$ cat src/design/lmss_pkg.sv
// ----------------------------------------------------------------------------
// lmss_pkg
// Shared types, constants and the fixed 5x7 font table of the scroll scanner.
// ----------------------------------------------------------------------------
package lmss_pkg;

  // Display geometry.
  localparam int GLYPH_COUNT    = 13;
  localparam int VISIBLE_GLYPHS = 6;
  localparam int ROW_COUNT      = 7;

  // Font table geometry and field widths.
  localparam int FONT_W     = 5;
  localparam int ROM_GLYPHS = 13;
  localparam int ROM_ROWS   = 7;
  localparam int ROM_DEPTH  = ROM_GLYPHS * ROM_ROWS;
  localparam int ROM_AW     = $clog2(ROM_DEPTH);
  localparam int GLYPH_IW   = $clog2(GLYPH_COUNT);
  localparam int ROW_W      = 3;
  localparam int LINES_W    = 8;
  localparam int COL_W      = (VISIBLE_GLYPHS - 1) * (FONT_W + 1);
  localparam int FULL_W     = COL_W + FONT_W;
  localparam int OFF_W      = 3;
  localparam int POS_W      = 4;
  localparam int CNT_W      = 8;
  localparam int MODE_W     = 2;
  localparam int CFG_IDX_W  = 8;
  localparam int CFG_DATA_W = 8;

  localparam logic [FONT_W-1:0] BLANK_ROW  = 5'h1F;
  localparam logic [POS_W-1:0]  BOUNCE_TOP = 4'd8;

  // Reported mode codes.
  localparam logic [MODE_W-1:0] MODE_SCROLL = 2'd0;
  localparam logic [MODE_W-1:0] MODE_BOUNCE = 2'd1;
  localparam logic [MODE_W-1:0] MODE_PAUSE  = 2'd2;

  // Configuration register indexes.
  localparam logic [CFG_IDX_W-1:0] CFG_FRAMES_PER_SCROLL_STEP     = 8'd0;
  localparam logic [CFG_IDX_W-1:0] CFG_FRAMES_PER_BOUNCE_STEP     = 8'd1;
  localparam logic [CFG_IDX_W-1:0] CFG_SCROLL_STEPS_BEFORE_BOUNCE = 8'd2;
  localparam logic [CFG_IDX_W-1:0] CFG_PAUSE_FRAMES               = 8'd3;

  typedef struct packed {
    logic [CNT_W-1:0] frames_per_scroll_step;
    logic [CNT_W-1:0] frames_per_bounce_step;
    logic [CNT_W-1:0] scroll_steps_before_bounce;
    logic [CNT_W-1:0] pause_frames;
  } lmss_cfg_t;

  // State of the sequencer that the result is formed from.
  typedef struct packed {
    logic [ROW_W-1:0]    row_index;
    logic [OFF_W-1:0]    sub_offset;
    logic [GLYPH_IW-1:0] first_glyph;
    logic [POS_W-1:0]    bounce_pos;
    logic [MODE_W-1:0]   mode;
  } lmss_view_t;

  // Glyph-major font table, one 5-bit row per entry, 0 lights the LED.
  localparam logic [FONT_W-1:0] FONT_ROM [ROM_DEPTH] = '{
    5'h1F, 5'h1F, 5'h1F, 5'h1F, 5'h1F, 5'h1F, 5'h1F,
    5'h0E, 5'h0E, 5'h0E, 5'h0E, 5'h0A, 5'h04, 5'h0E,
    5'h0E, 5'h0E, 5'h0E, 5'h00, 5'h0E, 5'h0E, 5'h11,
    5'h0E, 5'h0E, 5'h0C, 5'h0A, 5'h06, 5'h0E, 5'h0E,
    5'h11, 5'h0E, 5'h0E, 5'h0E, 5'h0E, 5'h0E, 5'h0E,
    5'h0E, 5'h0E, 5'h0E, 5'h00, 5'h0E, 5'h0E, 5'h11,
    5'h00, 5'h0F, 5'h0F, 5'h0F, 5'h0F, 5'h0F, 5'h0F,
    5'h00, 5'h1B, 5'h1B, 5'h1B, 5'h1B, 5'h1B, 5'h00,
    5'h01, 5'h16, 5'h16, 5'h16, 5'h16, 5'h16, 5'h01,
    5'h0E, 5'h0E, 5'h0E, 5'h00, 5'h0E, 5'h0E, 5'h11,
    5'h01, 5'h16, 5'h16, 5'h16, 5'h16, 5'h16, 5'h01,
    5'h00, 5'h0F, 5'h0F, 5'h03, 5'h0F, 5'h0F, 5'h00,
    5'h01, 5'h1E, 5'h1E, 5'h11, 5'h0F, 5'h0F, 5'h10
  };

  // Rows or glyphs outside the table read as blank.
  function automatic logic [FONT_W-1:0] font_row(input logic [GLYPH_IW-1:0] g,
                                                 input logic [ROW_W-1:0] r);
    logic [ROM_AW-1:0] addr;
    addr = ROM_AW'(g) * ROM_AW'(ROM_ROWS) + ROM_AW'(r);
    if ((32'(g) >= ROM_GLYPHS) || (32'(r) >= ROM_ROWS)) begin
      return BLANK_ROW;
    end
    return FONT_ROM[addr];
  endfunction

endpackage

$ cat src/design/lmss_in_if.sv
// ----------------------------------------------------------------------------
// lmss_in_if
// Tick channel: one transaction per row period request.
// ----------------------------------------------------------------------------
interface lmss_in_if;
  logic valid;
  logic ready;
  logic advance;

  modport source (output valid, output advance, input ready);
  modport sink (input valid, input advance, output ready);
endinterface

$ cat src/design/lmss_out_if.sv
// ----------------------------------------------------------------------------
// lmss_out_if
// Result channel: row drive lines, column bits and status of one row period.
// ----------------------------------------------------------------------------
interface lmss_out_if;
  logic                                valid;
  logic                                ready;
  logic [lmss_pkg::LINES_W-1:0]        row_lines;
  logic [lmss_pkg::COL_W-1:0]          column_bits;
  logic                                frame_start;
  logic [lmss_pkg::MODE_W-1:0]         mode_now;

  modport source (output valid, output row_lines, output column_bits,
                  output frame_start, output mode_now, input ready);
  modport sink (input valid, input row_lines, input column_bits,
                input frame_start, input mode_now, output ready);
endinterface

$ cat src/design/lmss_cfg_if.sv
// ----------------------------------------------------------------------------
// lmss_cfg_if
// Configuration write channel: register index and write data.
// ----------------------------------------------------------------------------
interface lmss_cfg_if;
  logic                              valid;
  logic                              ready;
  logic [lmss_pkg::CFG_IDX_W-1:0]    index;
  logic [lmss_pkg::CFG_DATA_W-1:0]   data;

  modport source (output valid, output index, output data, input ready);
  modport sink (input valid, input index, input data, output ready);
endinterface

$ cat src/design/led_matrix_scroll_scanner.sv
// ----------------------------------------------------------------------------
// led_matrix_scroll_scanner
// Row scanner for a 7-row, six-glyph scrolling LED dot-matrix display.
// ----------------------------------------------------------------------------
// Each tick transaction asks for one row period and returns one result
// transaction with the row drive lines, the 30 column bits (msb first, 0 lights
// the LED), a frame start flag and the current mode. A tick is taken every
// cycle unless stalled: the result is formed in one pass from the sequencer
// counters and the font table and lands in a single output register when the
// tick is taken, and a new tick is taken in the same cycle that a waiting
// result is taken. advance = 0 repeats the current row without moving any
// counter. Configuration writes, taken in every cycle, belong to idle periods.
module led_matrix_scroll_scanner (
  input  logic        clk,
  input  logic        rst,
  lmss_in_if.sink     tick,
  lmss_out_if.source  result,
  lmss_cfg_if.sink    cfg
);

  lmss_pkg::lmss_cfg_t          regs;
  lmss_pkg::lmss_view_t         view;
  logic [lmss_pkg::COL_W-1:0]   cols;
  logic [lmss_pkg::LINES_W-1:0] lines;
  logic                         accept;
  logic                         out_valid;

  assign tick.ready = !out_valid || result.ready;
  assign accept     = tick.valid && tick.ready;

  lmss_cfg_regs u_cfg_regs (
    .clk  (clk),
    .rst  (rst),
    .cfg  (cfg),
    .regs (regs)
  );

  lmss_sequencer u_sequencer (
    .clk     (clk),
    .rst     (rst),
    .step_en (accept && tick.advance),
    .regs    (regs),
    .view    (view)
  );

  lmss_columns u_columns (
    .view        (view),
    .column_bits (cols)
  );

  // Bounce shifts the row line up; bits past the top are lost.
  always_comb begin
    lines = 8'd1 << view.row_index;
    if (view.mode == lmss_pkg::MODE_BOUNCE) begin
      lines = lines << view.bounce_pos;
    end
  end

  always_ff @(posedge clk) begin
    if (rst) begin
      out_valid <= 1'b0;
    end else if (accept) begin
      out_valid <= 1'b1;
    end else if (result.ready) begin
      out_valid <= 1'b0;
    end
  end

  always_ff @(posedge clk) begin
    if (accept) begin
      result.row_lines   <= lines;
      result.column_bits <= cols;
      result.frame_start <= (view.row_index == '0);
      result.mode_now    <= view.mode;
    end
  end

  assign result.valid = out_valid;

endmodule

$ cat src/design/lmss_cfg_regs.sv
// ----------------------------------------------------------------------------
// lmss_cfg_regs
// Configuration register file, written one register per transaction.
// ----------------------------------------------------------------------------
module lmss_cfg_regs (
  input  logic                 clk,
  input  logic                 rst,
  lmss_cfg_if.sink             cfg,
  output lmss_pkg::lmss_cfg_t  regs
);

  assign cfg.ready = 1'b1;

  always_ff @(posedge clk) begin
    if (rst) begin
      regs.frames_per_scroll_step     <= 8'd8;
      regs.frames_per_bounce_step     <= 8'd20;
      regs.scroll_steps_before_bounce <= 8'd80;
      regs.pause_frames               <= 8'd199;
    end else if (cfg.valid) begin
      case (cfg.index)
        lmss_pkg::CFG_FRAMES_PER_SCROLL_STEP:     regs.frames_per_scroll_step <= cfg.data;
        lmss_pkg::CFG_FRAMES_PER_BOUNCE_STEP:     regs.frames_per_bounce_step <= cfg.data;
        lmss_pkg::CFG_SCROLL_STEPS_BEFORE_BOUNCE: regs.scroll_steps_before_bounce <= cfg.data;
        lmss_pkg::CFG_PAUSE_FRAMES:               regs.pause_frames <= cfg.data;
        default: ;
      endcase
    end
  end

endmodule

$ cat src/design/lmss_sequencer.sv
// ----------------------------------------------------------------------------
// lmss_sequencer
// Row, frame, scroll, bounce and pause counters of the scanner.
// ----------------------------------------------------------------------------
module lmss_sequencer (
  input  logic                 clk,
  input  logic                 rst,
  input  logic                 step_en,
  input  lmss_pkg::lmss_cfg_t  regs,
  output lmss_pkg::lmss_view_t view
);

  logic [lmss_pkg::ROW_W-1:0]    row_index, row_index_next;
  logic [lmss_pkg::CNT_W-1:0]    frame_count, frame_count_next;
  logic [lmss_pkg::OFF_W-1:0]    sub_offset, sub_offset_next;
  logic [lmss_pkg::GLYPH_IW-1:0] first_glyph, first_glyph_next;
  logic [lmss_pkg::CNT_W-1:0]    step_count, step_count_next;
  logic [lmss_pkg::POS_W-1:0]    bounce_pos, bounce_pos_next;
  logic                          bounce_down, bounce_down_next;
  logic                          mode_reg, mode_reg_next;  // 1 means bounce
  logic [lmss_pkg::CNT_W-1:0]    pause_count, pause_count_next;

  logic [lmss_pkg::CNT_W-1:0]    need;
  logic [lmss_pkg::CNT_W-1:0]    frame_inc;
  logic [lmss_pkg::OFF_W:0]      off_inc;
  logic [lmss_pkg::GLYPH_IW:0]   glyph_inc;
  logic [lmss_pkg::CNT_W-1:0]    step_inc;
  logic [lmss_pkg::POS_W-1:0]    pos_move;
  logic                          last_row;

  always_comb begin
    row_index_next   = row_index;
    frame_count_next = frame_count;
    sub_offset_next  = sub_offset;
    first_glyph_next = first_glyph;
    step_count_next  = step_count;
    bounce_pos_next  = bounce_pos;
    bounce_down_next = bounce_down;
    mode_reg_next    = mode_reg;
    pause_count_next = pause_count;

    last_row  = (({1'b0, row_index} + 4'd1) >= 4'(lmss_pkg::ROW_COUNT));
    need      = mode_reg ? regs.frames_per_bounce_step : regs.frames_per_scroll_step;
    if (need == '0) begin
      need = 8'd1;
    end
    frame_inc = frame_count + 8'd1;
    off_inc   = {1'b0, sub_offset} + 4'd1;
    glyph_inc = {1'b0, first_glyph} + 5'd1;
    if (glyph_inc >= 5'(lmss_pkg::GLYPH_COUNT)) begin
      glyph_inc = glyph_inc - 5'(lmss_pkg::GLYPH_COUNT);
    end
    step_inc  = step_count + 8'd1;
    pos_move  = bounce_down ? (bounce_pos - 4'd1) : (bounce_pos + 4'd1);

    if (step_en) begin
      if (!last_row) begin
        row_index_next = row_index + 3'd1;
      end else begin
        row_index_next = '0;
        // End of frame: a pause only counts down and freezes everything else.
        if (pause_count != '0) begin
          pause_count_next = pause_count - 8'd1;
        end else if (frame_inc < need) begin
          frame_count_next = frame_inc;
        end else begin
          frame_count_next = '0;
          if (mode_reg) begin
            bounce_pos_next = pos_move;
            if (pos_move >= lmss_pkg::BOUNCE_TOP) begin
              bounce_down_next = 1'b1;
            end
            if ((bounce_down || (pos_move >= lmss_pkg::BOUNCE_TOP)) &&
                (pos_move == '0)) begin
              bounce_down_next = 1'b0;
              mode_reg_next    = 1'b0;
              pause_count_next = regs.pause_frames;
            end
          end else begin
            if (off_inc > 4'(lmss_pkg::FONT_W)) begin
              sub_offset_next  = '0;
              first_glyph_next = glyph_inc[lmss_pkg::GLYPH_IW-1:0];
            end else begin
              sub_offset_next  = off_inc[lmss_pkg::OFF_W-1:0];
            end
            if (step_inc >= regs.scroll_steps_before_bounce) begin
              step_count_next  = '0;
              mode_reg_next    = 1'b1;
              pause_count_next = regs.pause_frames;
            end else begin
              step_count_next  = step_inc;
            end
          end
        end
      end
    end
  end

  always_ff @(posedge clk) begin
    if (rst) begin
      row_index   <= '0;
      frame_count <= '0;
      sub_offset  <= '0;
      first_glyph <= '0;
      step_count  <= '0;
      bounce_pos  <= 4'd1;
      bounce_down <= 1'b0;
      mode_reg    <= 1'b0;
      pause_count <= '0;
    end else begin
      row_index   <= row_index_next;
      frame_count <= frame_count_next;
      sub_offset  <= sub_offset_next;
      first_glyph <= first_glyph_next;
      step_count  <= step_count_next;
      bounce_pos  <= bounce_pos_next;
      bounce_down <= bounce_down_next;
      mode_reg    <= mode_reg_next;
      pause_count <= pause_count_next;
    end
  end

  always_comb begin
    view.row_index   = row_index;
    view.sub_offset  = sub_offset;
    view.first_glyph = first_glyph;
    view.bounce_pos  = bounce_pos;
    if (pause_count != '0) begin
      view.mode = lmss_pkg::MODE_PAUSE;
    end else if (mode_reg) begin
      view.mode = lmss_pkg::MODE_BOUNCE;
    end else begin
      view.mode = lmss_pkg::MODE_SCROLL;
    end
  end

endmodule

$ cat src/design/lmss_columns.sv
// ----------------------------------------------------------------------------
// lmss_columns
// Builds the column bits of one row from the font table and the scroll offset.
// ----------------------------------------------------------------------------
module lmss_columns (
  input  lmss_pkg::lmss_view_t        view,
  output logic [lmss_pkg::COL_W-1:0]  column_bits
);

  logic [lmss_pkg::FULL_W-1:0] full;
  logic [lmss_pkg::OFF_W-1:0]  off;
  logic [lmss_pkg::OFF_W-1:0]  drop;
  logic [lmss_pkg::GLYPH_IW:0] gsum;

  // All six glyph rows with separators go into one word; the visible window
  // drops the leading offset bits of the first glyph and the unseen tail of
  // the last glyph.
  always_comb begin
    full = '0;
    for (int i = 0; i < lmss_pkg::VISIBLE_GLYPHS; i++) begin
      gsum = {1'b0, view.first_glyph} + (lmss_pkg::GLYPH_IW + 1)'(i);
      if (gsum >= (lmss_pkg::GLYPH_IW + 1)'(lmss_pkg::GLYPH_COUNT)) begin
        gsum = gsum - (lmss_pkg::GLYPH_IW + 1)'(lmss_pkg::GLYPH_COUNT);
      end
      full[lmss_pkg::FULL_W - 1 - i * (lmss_pkg::FONT_W + 1) -: lmss_pkg::FONT_W] =
        lmss_pkg::font_row(gsum[lmss_pkg::GLYPH_IW-1:0], view.row_index);
      if (i < lmss_pkg::VISIBLE_GLYPHS - 1) begin
        full[lmss_pkg::FULL_W - 1 - i * (lmss_pkg::FONT_W + 1) - lmss_pkg::FONT_W] = 1'b1;
      end
    end
    off = (view.sub_offset > 3'(lmss_pkg::FONT_W)) ? 3'(lmss_pkg::FONT_W)
                                                   : view.sub_offset;
    drop = 3'(lmss_pkg::FONT_W) - off;
    column_bits = lmss_pkg::COL_W'(full >> drop);
  end

endmodule
$ cat src/flat_wrapper.sv
// flat-port wrapper written by rule: the top's interface ports become plain ports
module led_matrix_scroll_scanner_flat 
  (clk, rst, tick_valid, tick_advance, tick_ready, result_valid, result_row_lines, result_column_bits, result_frame_start, result_mode_now, result_ready, cfg_valid, cfg_index, cfg_data, cfg_ready);
  lmss_in_if tick_i ();
  lmss_out_if result_i ();
  lmss_cfg_if cfg_i ();
  input  logic clk;
  input  logic rst;
  input wire logic [$bits(tick_i.valid)-1:0] tick_valid;
  input wire logic [$bits(tick_i.advance)-1:0] tick_advance;
  output wire logic [$bits(tick_i.ready)-1:0] tick_ready;
  output wire logic [$bits(result_i.valid)-1:0] result_valid;
  output wire logic [$bits(result_i.row_lines)-1:0] result_row_lines;
  output wire logic [$bits(result_i.column_bits)-1:0] result_column_bits;
  output wire logic [$bits(result_i.frame_start)-1:0] result_frame_start;
  output wire logic [$bits(result_i.mode_now)-1:0] result_mode_now;
  input wire logic [$bits(result_i.ready)-1:0] result_ready;
  input wire logic [$bits(cfg_i.valid)-1:0] cfg_valid;
  input wire logic [$bits(cfg_i.index)-1:0] cfg_index;
  input wire logic [$bits(cfg_i.data)-1:0] cfg_data;
  output wire logic [$bits(cfg_i.ready)-1:0] cfg_ready;
  assign tick_i.valid = tick_valid;
  assign tick_i.advance = tick_advance;
  assign tick_ready = tick_i.ready;
  assign result_valid = result_i.valid;
  assign result_row_lines = result_i.row_lines;
  assign result_column_bits = result_i.column_bits;
  assign result_frame_start = result_i.frame_start;
  assign result_mode_now = result_i.mode_now;
  assign result_i.ready = result_ready;
  assign cfg_i.valid = cfg_valid;
  assign cfg_i.index = cfg_index;
  assign cfg_i.data = cfg_data;
  assign cfg_ready = cfg_i.ready;
  led_matrix_scroll_scanner u_core (.clk(clk), .rst(rst), .tick(tick_i), .result(result_i), .cfg(cfg_i));
endmodule
$ cat config.mk
export PLATFORM = sky130hd
export DESIGN_NAME = led_matrix_scroll_scanner_flat
export DESIGN_NICKNAME = d
export VERILOG_FILES = /design/src/design/lmss_pkg.sv /design/src/design/lmss_in_if.sv /design/src/design/lmss_out_if.sv /design/src/design/lmss_cfg_if.sv /design/src/design/led_matrix_scroll_scanner.sv /design/src/design/lmss_cfg_regs.sv /design/src/design/lmss_sequencer.sv /design/src/design/lmss_columns.sv /design/src/flat_wrapper.sv
export SDC_FILE = /design/constraint.sdc
export NUM_CORES = 1
export LEC_CHECK = 0
export BUFFER_PORTS_ARGS = -buffer_cell sky130_fd_sc_hd__buf_2
export CORE_MARGIN = 2
export CORE_UTILIZATION = 27
export DETAILED_ROUTE_END_ITERATION = 8
export PLACE_DENSITY_LB_ADDON = 0.1
export SLEW_MARGIN = 15
export SYNTH_ARGS = -nofsm -noshare
export SYNTH_HDL_FRONTEND = slang
export SYNTH_HIERARCHICAL = 1
export SYNTH_SLANG_ARGS = --single-unit
$ cat constraint.sdc
create_clock -name clk -period 8.35 [get_ports clk]
set_input_delay 0.4175 -clock clk [delete_from_list [all_inputs] [get_ports clk]]
set_output_delay 0.4175 -clock clk [all_outputs]
set_load 0.05 [all_outputs]
==> out/qor.yml <==
grt_pass1_wl_um: 79400
avgSynthCellArea_um2: 8.04
layout-drive-gt1-share_pct: 11.3
multiInputGateArea_um2: 11700
synth_seq_cells: 114
synth_flop_cell: "dfxtp_1"
fin_crit_sh_pct: 86.2
grt_pass1_vias: 14000
track_usage_pct: 16.7
die_w_um: 243
nNetsFinal: 2128
synth-edff-count: 41
regArea_um2: 2690
port_buffers: 64
cts-hold-fix-buffers: 0
grt_max_degree: 67
placed_area_um2: 16400
fp-row-count: 87
start_util_pct: 27.4
status: "completed"
setup_violations: 0
final-instance-count-excl-fill: 2689
first_iter_violations: 1001
fin_setup_tns_ns: 0
drc: 0
synth_warnings: 6
avgViaCountPerCell: 5.41
crit_path_start_kind: "flop"
post-place-cells: 2657
powerDensity_nw_per_um2: 97.7
worst_ir_drop_vdd_mv: 0.139
clk_pin_slew_ns: 0.08
htree_levels: 4
fmax_mhz: 139
cts-root-buf: "clkbuf_16"
clock_sinks: 114
io_pins: 66
fin_crit_ns: 7.20
cap_viol_max_count: 0
relSlewSlack_pct: 31.3
cts_resized: 0
place.gp.congestion: 0.837
clk-insertion-delay-late_ns: 0.47
cts_setup_buffers: 0
crit_type: "flop to flop"
drv_slew: 0
routed_wl_um: 49600
dr_wl_met3_um: 2250
synthToLayoutAreaGrowth_pct: 9.54
path_max_fanout: 13
worst_pin_slew_ns: 1.03
crit_path_end_kind: "flop"
core_um2: 56500
critPathRequiredTime_ns: 8.55
reg_top3: "u_core/u_cfg_regs/regs (32), u_core/result.column_bits (30)"
p_leak_nw: 6.87
cts_tree: "done"
vias: 14500
netlist_instances: 1924
synth_async_sr_flop_share_pct: 0
post-route-util_pct: 30.0
hold_violations: 0
die-area_um2: 59200
ys_seq_area_share_pct: 17.4
antenna_found_initial: 1
hpwlAfterDp_um: 37100
drt-met1-wl_um: 23300
cts_buffer_depth: 2
rsz0062_at_grt: "no"
syn_area_um2: 15500
cts_buffers: 17
min_path_type: "input port to flop"
firstDrtPassIters: 6
top_register: "u_core/u_cfg_regs/regs"
highest_layer: "met5"
postRouteAntennaNets: 0
worstPathArrival_ns: 7.40
largest_reg_flops: 32
fillers: 6061
die_h_um: 243
synth_nets: 2132
fin_skew_ns: 0.0182
wl_per_cell_um: 18.5
synthDistinctLibCells: 122
diodes: 0
dr_wl_met2_um: 23000
final_cell_area_um2: 16900
grt.overflow.total: 0
-- worst paths after layout --
path	startpoint	to	slack, ns	cells past startpoint
max	u_core/u_sequencer/first_glyph[0]$_SDFFE_PP0P_	u_core/result.column_bits[12]$_DFFE_PP_	1.15	23
min	tick_valid	u_core/result.valid$_SDFFE_PP0P_	0.19	3
max reg2reg	u_core/u_sequencer/first_glyph[0]$_SDFFE_PP0P_	u_core/result.column_bits[12]$_DFFE_PP_	1.15	23
min reg2reg	u_core/u_sequencer/frame_count[1]$_SDFFE_PP0P_	u_core/u_sequencer/frame_count[1]$_SDFFE_PP0P_	0.47	2
-- routing by layer --
metal	vias to the layer above	track usage, %
li1	7148	-
met1	6974	22.4
met2	354	27.4
met3	66	2.73
met4	2	5.09
met5	-	0
-- cells in the mapped netlist (all sizes together) (15+ instances only) --
cell | n | area (um2)
a2111oi | 23 | 229
a211oi | 53 | 460
a21o | 19 | 143
a21oi | 111 | 586
a31oi | 28 | 175
and2 | 18 | 113
and3 | 25 | 156
buf | 53 | 347
clkbuf | 59 | 231
dfxtp | 73 | 1460
edfxtp | 41 | 1230
fa | 28 | 561
ha | 158 | 1980
inv | 135 | 507
mux2i | 60 | 601
nand2 | 137 | 517
nand2b | 61 | 392
nand3 | 72 | 388
nand4 | 15 | 109
nor2 | 159 | 618
nor2b | 25 | 156
nor3 | 61 | 337
nor4 | 26 | 163
o211ai | 26 | 195
o21ai | 103 | 519
o31ai | 17 | 133
or3 | 15 | 98.8
xnor2 | 49 | 489
xor2 | 25 | 249
-- per-stage QoR --
step	hold slack, ns	power [mW]	worst slack (ns)
2_1_floorplan	0.444	0.827	2.05
3_3_place_gp	0.454	0.911	1.33
3_5_place_dp	0.459	0.908	1.15
4_1_cts	0.150	1.69	1.12
5_1_grt	0.220	1.74	0.449
6_report	0.194	1.66	1.15
-- worst max-delay path, stage by stage, from the launching register on --
cell      delay, ns
dfxtp_1        0.62
clkinv_1       0.41
ha_1           0.55
nand2_1        0.13
o21ai_0        0.22
nor2_1         0.06
o31a_1         0.30
and2_1         0.18
xnor2_1        0.37
inv_1          0.17
ha_1           0.33
ha_1           0.29
inv_1          0.05
fa_1           0.47
inv_1          0.07
fa_1           0.83
inv_1          0.25
nor3_1         0.31
o22a_1         0.25
nand2_1        0.07
a41oi_1        0.51
nor2_1         0.08
o32ai_1        0.30
a21oi_1        0.11
-- power by group --
part	switching, mW	internal [mW]	total [mW]
combinational	0.203	0.101	0.303
sequential	0.00561	0.587	0.593
clock	0.336	0.423	0.759
total	0.544	1.11	1.66
-- final cells by class --
cell class / instances / area share [%]
multi-input combinational: 1561 / 69.0
clock inverter: 15 / 0.945
timing repair buffer: 89 / 3.00
inverter: 137 / 3.03
tap: 756 / 5.58
sequential: 114 / 15.9
clock buffer: 17 / 2.51
-- logic make-up (layout without fill, tap and decap cells) --
group	Yosys count	count (layout)	synth area share, %
xor+xnor	74	74	4.77
buf+inv	249	258	7.06
flops	114	114	17.4
simple gates	674	674	23.1
compound gates	550	550	25.8
other cells	1	1	0.0242
fa+ha+maj	186	186	16.4
mux	76	76	5.48
-- layout by cell type, fill, tap and decap left out, types with 28 or more instances in the layout --
cell type / synthesis / routed
fa_1: 28 / 28
ha_1: 158 / 158
inv_1: 133 / 133
nor2_1: 156 / 156
nor3_1: 56 / 56
a211oi_1: 42 / 41
a31oi_1: 28 / 28
xnor2_1: 44 / 44
nand3_1: 68 / 68
buf_2: 31 / 64
o21ai_0: 92 / 92
nand2b_1: 59 / 59
nand2_1: 136 / 136
edfxtp_1: 41 / 41
mux2i_1: 60 / 60
a21oi_1: 105 / 104
dfxtp_1: 73 / 73
Note: power is estimated with default switching activity, not from simulation.
